===== src/hdl/rrfe_ram.sv =====
// Generic simple dual-port RAM: one write port, one read port, registered read.
// No dependencies.
`default_nettype none

module rrfe_ram #(
  parameter int Width = 8,
  parameter int Depth = 256
) (
  input  wire logic                     clk,
  input  wire logic                     we,
  input  wire logic [$clog2(Depth)-1:0] waddr,
  input  wire logic [Width-1:0]         wdata,
  input  wire logic [$clog2(Depth)-1:0] raddr,
  output logic      [Width-1:0]         rdata
);

  logic [Width-1:0] mem [Depth];

  always_ff @(posedge clk) begin
    if (we) begin
      mem[waddr] <= wdata;
    end
    rdata <= mem[raddr];
  end

endmodule

`default_nettype wire


===== config.mk =====
export PLATFORM = sky130hd
export DESIGN_NAME = rrfe_ram
export DESIGN_NICKNAME = d
export VERILOG_FILES = /design/src/hdl/rrfe_ram.sv
export SDC_FILE = /design/constraint.sdc
export NUM_CORES = 2
export LEC_CHECK = 0
export ABC_AREA = 1
export BUFFER_PORTS_ARGS = -buffer_cell sky130_fd_sc_hd__buf_2
export CAP_MARGIN = 30
export CORE_MARGIN = 8
export CORE_UTILIZATION = 46
export CTS_CLUSTER_DIAMETER = 150
export DETAILED_ROUTE_END_ITERATION = 6
export MAX_ROUTING_LAYER = met4
export PLACE_DENSITY_LB_ADDON = 0.15
export SETUP_SLACK_MARGIN = 0.15
export SLEW_MARGIN = 20
export SYNTH_ARGS = -nofsm -noshare
export SYNTH_HDL_FRONTEND = slang
export SYNTH_SLANG_ARGS = --single-unit

===== constraint.sdc =====
create_clock -name clk -period 2.48 [get_ports clk]
set_clock_uncertainty 0.2 [all_clocks]
set_input_delay 0.124 -clock clk [delete_from_list [all_inputs] [get_ports clk]]
set_output_delay 0.124 -clock clk [all_outputs]
set_load 0.05 [all_outputs]

==> results by group <==
Timing
  • Max Fclk: 0.457 GHz
  • Final setup margin: 0.294 ns
  • Slew Viols, Final: 0
  • Final min period: roughly 2.2 ns
  • Min Hold Slack: approximately 0.05 ns
  • Setup TNS: 0 ns
  • Tightest Pin Transition: 1.01 ns
  • Final period util: 0.881
  • RSZ-0062 raised after global routing: false
  • Final number of setup-violating endpoints: 0
  • Final Hold Vio Count: 0
  • Slew margin rel.: 0.324

Clock tree
  • CTS tree: built
  • Root buffer cell: clkbuf_16
  • Num CTS Buffers: 208
  • Worst skew pair latency: 0.85 ns
  • CTS sink cnt: 2056
  • H-Tree Depth: 4
  • Clock buffer depth: 3
  • Clock transition at path regs: approximately 0.060 ns

Power and ir drop
  • Power Internal: 57.7 mW
  • Sw Ratio: 0.226
  • Comb pwr share: 0.068
  • Static Leak: 35.0 nW
  • Psw: between 15 and 20 mW
  • Flop pwr share: 0.515
  • Power per standard cell area: 762 nW/um^2
  • Design Power: 74.5 mW
  • Worst vdd ir: 0.664 mV
  • Power share of the clock group: 0.417

Die
  • Starting Density: 0.462
  • Die span in y: 442 um
  • Num rows: about 160
  • Horiz. Die Dim: roughly 440 um
  • Core Area: 181000 sq um
  • Top Ports: 34
  • Die area: 195000 sq um

Global route
  • Largest net degree at the start of global routing: 90
  • Grt met2 use: 0.390
  • Initial antenna violation count: 7
  • Total Routing Usage GR: 0.247
  • GR peak layer: met2
  • First-pass GRT wire length: 358000 um
  • Overflow after GRT: 0
  • Global routing usage on met1: 0.337
  • Vias in the first global route: ~55k
  • Met3 Use GR: 0.0346

Setup path
  • WP data arrival: 2.51 ns
  • Setup CP Type: input port to flop
  • RR Endpoint: rdata[0]
  • Max FO, Critical Path: 13
  • CP cell instances: dlygate4sd3_1 > buf_2 > nand2_1 > dlygate4sd3_1 > nor2_2 > nand2_1 > buf_4 > nor2_1 > buf_4
  • R2r startpoint: mem[103][0]
  • Largest stage delay on the critical path: 0.59 ns
  • R2r setup slk: ~0.3 ns
  • CP startpoint: waddr[1]
  • Startpoint types: input port
  • Critical path endpoint category: flop
  • Reg2Reg Depth: 11
  • CP required: around 2.8 ns
  • Crit-path slowest cell: dlygate4sd3_1
  • Critical Path End: mem[219][0]

Yosys
  • Synth area leaders: edfxtp_1, nand3_1, nand2_1
  • Mux cell area share after synthesis: 0
  • Combinational family with the most area after synthesis: simple AND/OR/NAND/NOR gates
  • Mapped cell area: 83400 sq um
  • Synth area leader: edfxtp_1
  • Post-synthesis instance total: 7003
  • Synth warnings: 0
  • Synth Area per Inst: 11.9 sq um
  • Yosys reg bits: 2056
  • FFs w/ async S/R, synth: 0
  • Post-synthesis compound-gate area fraction: 0
  • Synth Area in XOR/XNOR: 0
  • Post-Synth Simple-Gate Area: 0.229
  • Post-synth EDFFs: 2048
  • Synth Area in Adders: 0
  • Count leader, synth: nand2_1
  • Post-synth top cells: nand2_1, edfxtp_1, nand3_1
  • Synthesized net count: between 7k and 8k
  • Top FF cell, synth: edfxtp_1
  • Seq/Total Area, Yosys: 0.739
  • Area share of the largest cell type after synthesis: 0.737
  • Synth unique cells: 14

Drt
  • TritonRoute pass-1 iters: 6
  • Antenna Nets Post-Route: 0
  • DRC violations left: 0
  • DR WL/cell: 24.1 um
  • DRT iter0 DRCs: approximately 6.3k
  • DR vias/cell: 5.63
  • Vias: 56.1k
  • Routed WL: ~240000 um

Placement
  • Dpl hpwl: 150000 um
  • RD Place Congestion: around 0.89
  • # port buffers: 33
  • Dpl ws: -0.319 ns
  • Placed instance area: around 91000 sq um

Layout
  • Final #Nets: 7450
  • FILL cells: 15.1k
  • Post-route cell area: 97700 sq um
  • Area Growth Syn to Fin: 17.2%
  • Share of cells above drive strength 1: 0.128

Job
  • Max-Cap Viols: 0

Worst hold path
  • Hold Path Class: input port to flop

Status
  • Status: completed
per-layer routing:
layer | wire length (um) | share of wire
met1 | 103000 | 0.43
met4 | 7210 | 0.030
met2 | 114000 | 0.47
met5 | 0 | 0
met3 | 16900 | 0.070
registers in the layout (all words and copies together), names as in the netlist:
| signal | flops |
|---|---|
| mem | 2048 |
| rdata | 8 |
kinds of logic (layout without fill, tap and decap cells):
kind of cell,Yosys count,after routing
simple gates,4425,4425
flops,2056,2056
buf+inv,522,1120
other cells,0,5
what timing repair did:
| item | 4_1_cts | 5_1_grt |
|---|---|---|
| endpoints found under the setup margin | 0 | 14 |
| gates resized for setup | 0 | 1 |
| hold endpoints to repair | 2321 | 0 |
| hold buffers | 25 | 0 |
| buffers inserted | 0 | 0 |
cell usage in the layout, fill, tap and decap left out, types with 34 or more instances in the layout:
cell / instances
clkbuf_16: 208
clkinv_1: 53
clkbuf_1: 50
nand2_1: 2112
buf_12: 139
edfxtp_1: 2048
nand3_1: 2019
inv_1: 34
nor2_1: 282
buf_4: 498
cell type report:
cell class              instances  area [sq um]  area share
diodes                          5          12.5    0.000128
clock buffers                 261          5430      0.0556
clock inverters               126          1250      0.0128
inverters                      39           180     0.00184
multi-input cells            4425         19200       0.196
flip-flops and latches       2056         61700       0.631
well taps                    2370          2970      0.0303
repair buffers                694          7040      0.0721
metrics by stage:
stage | cells | utilization
6_report | 9976 | 0.541
5_1_grt | 9976 | 0.541
4_1_cts | 9971 | 0.541
3_5_place_dp | 9559 | 0.503
3_3_place_gp | 9559 | 0.503
2_1_floorplan | 7003 | -
worst min-delay path by stage:
stage / endpoint / startpoint / depth (start not counted)
floorplan: mem[0][0] / wdata[0] / 0
global placement: mem[111][2] / wdata[2] / 1
detailed placement: mem[111][2] / wdata[2] / 1
CTS: mem[40][7] / waddr[6] / 6
global route: mem[40][7] / waddr[6] / 6
finish: mem[40][7] / waddr[6] / 6
worst max-delay path: cells and delay by family:
family	cells	cell delay (ns)
and+or+nand+nor	4	0.51
buffers and inverters	5	1.86
power groups by stage:
stage	Combinational [mW]	Clock (mW)	Sequential [mW]
after floorplan	2.36	0	39.1
after global placement	4.99	0	39.1
after detailed placement	5.01	0	39.1
after CTS	5.06	31.5	38.4
after global routing	5.42	32.8	38.3
final	5.05	31.1	38.4
(Power assumes the default switching activity.)
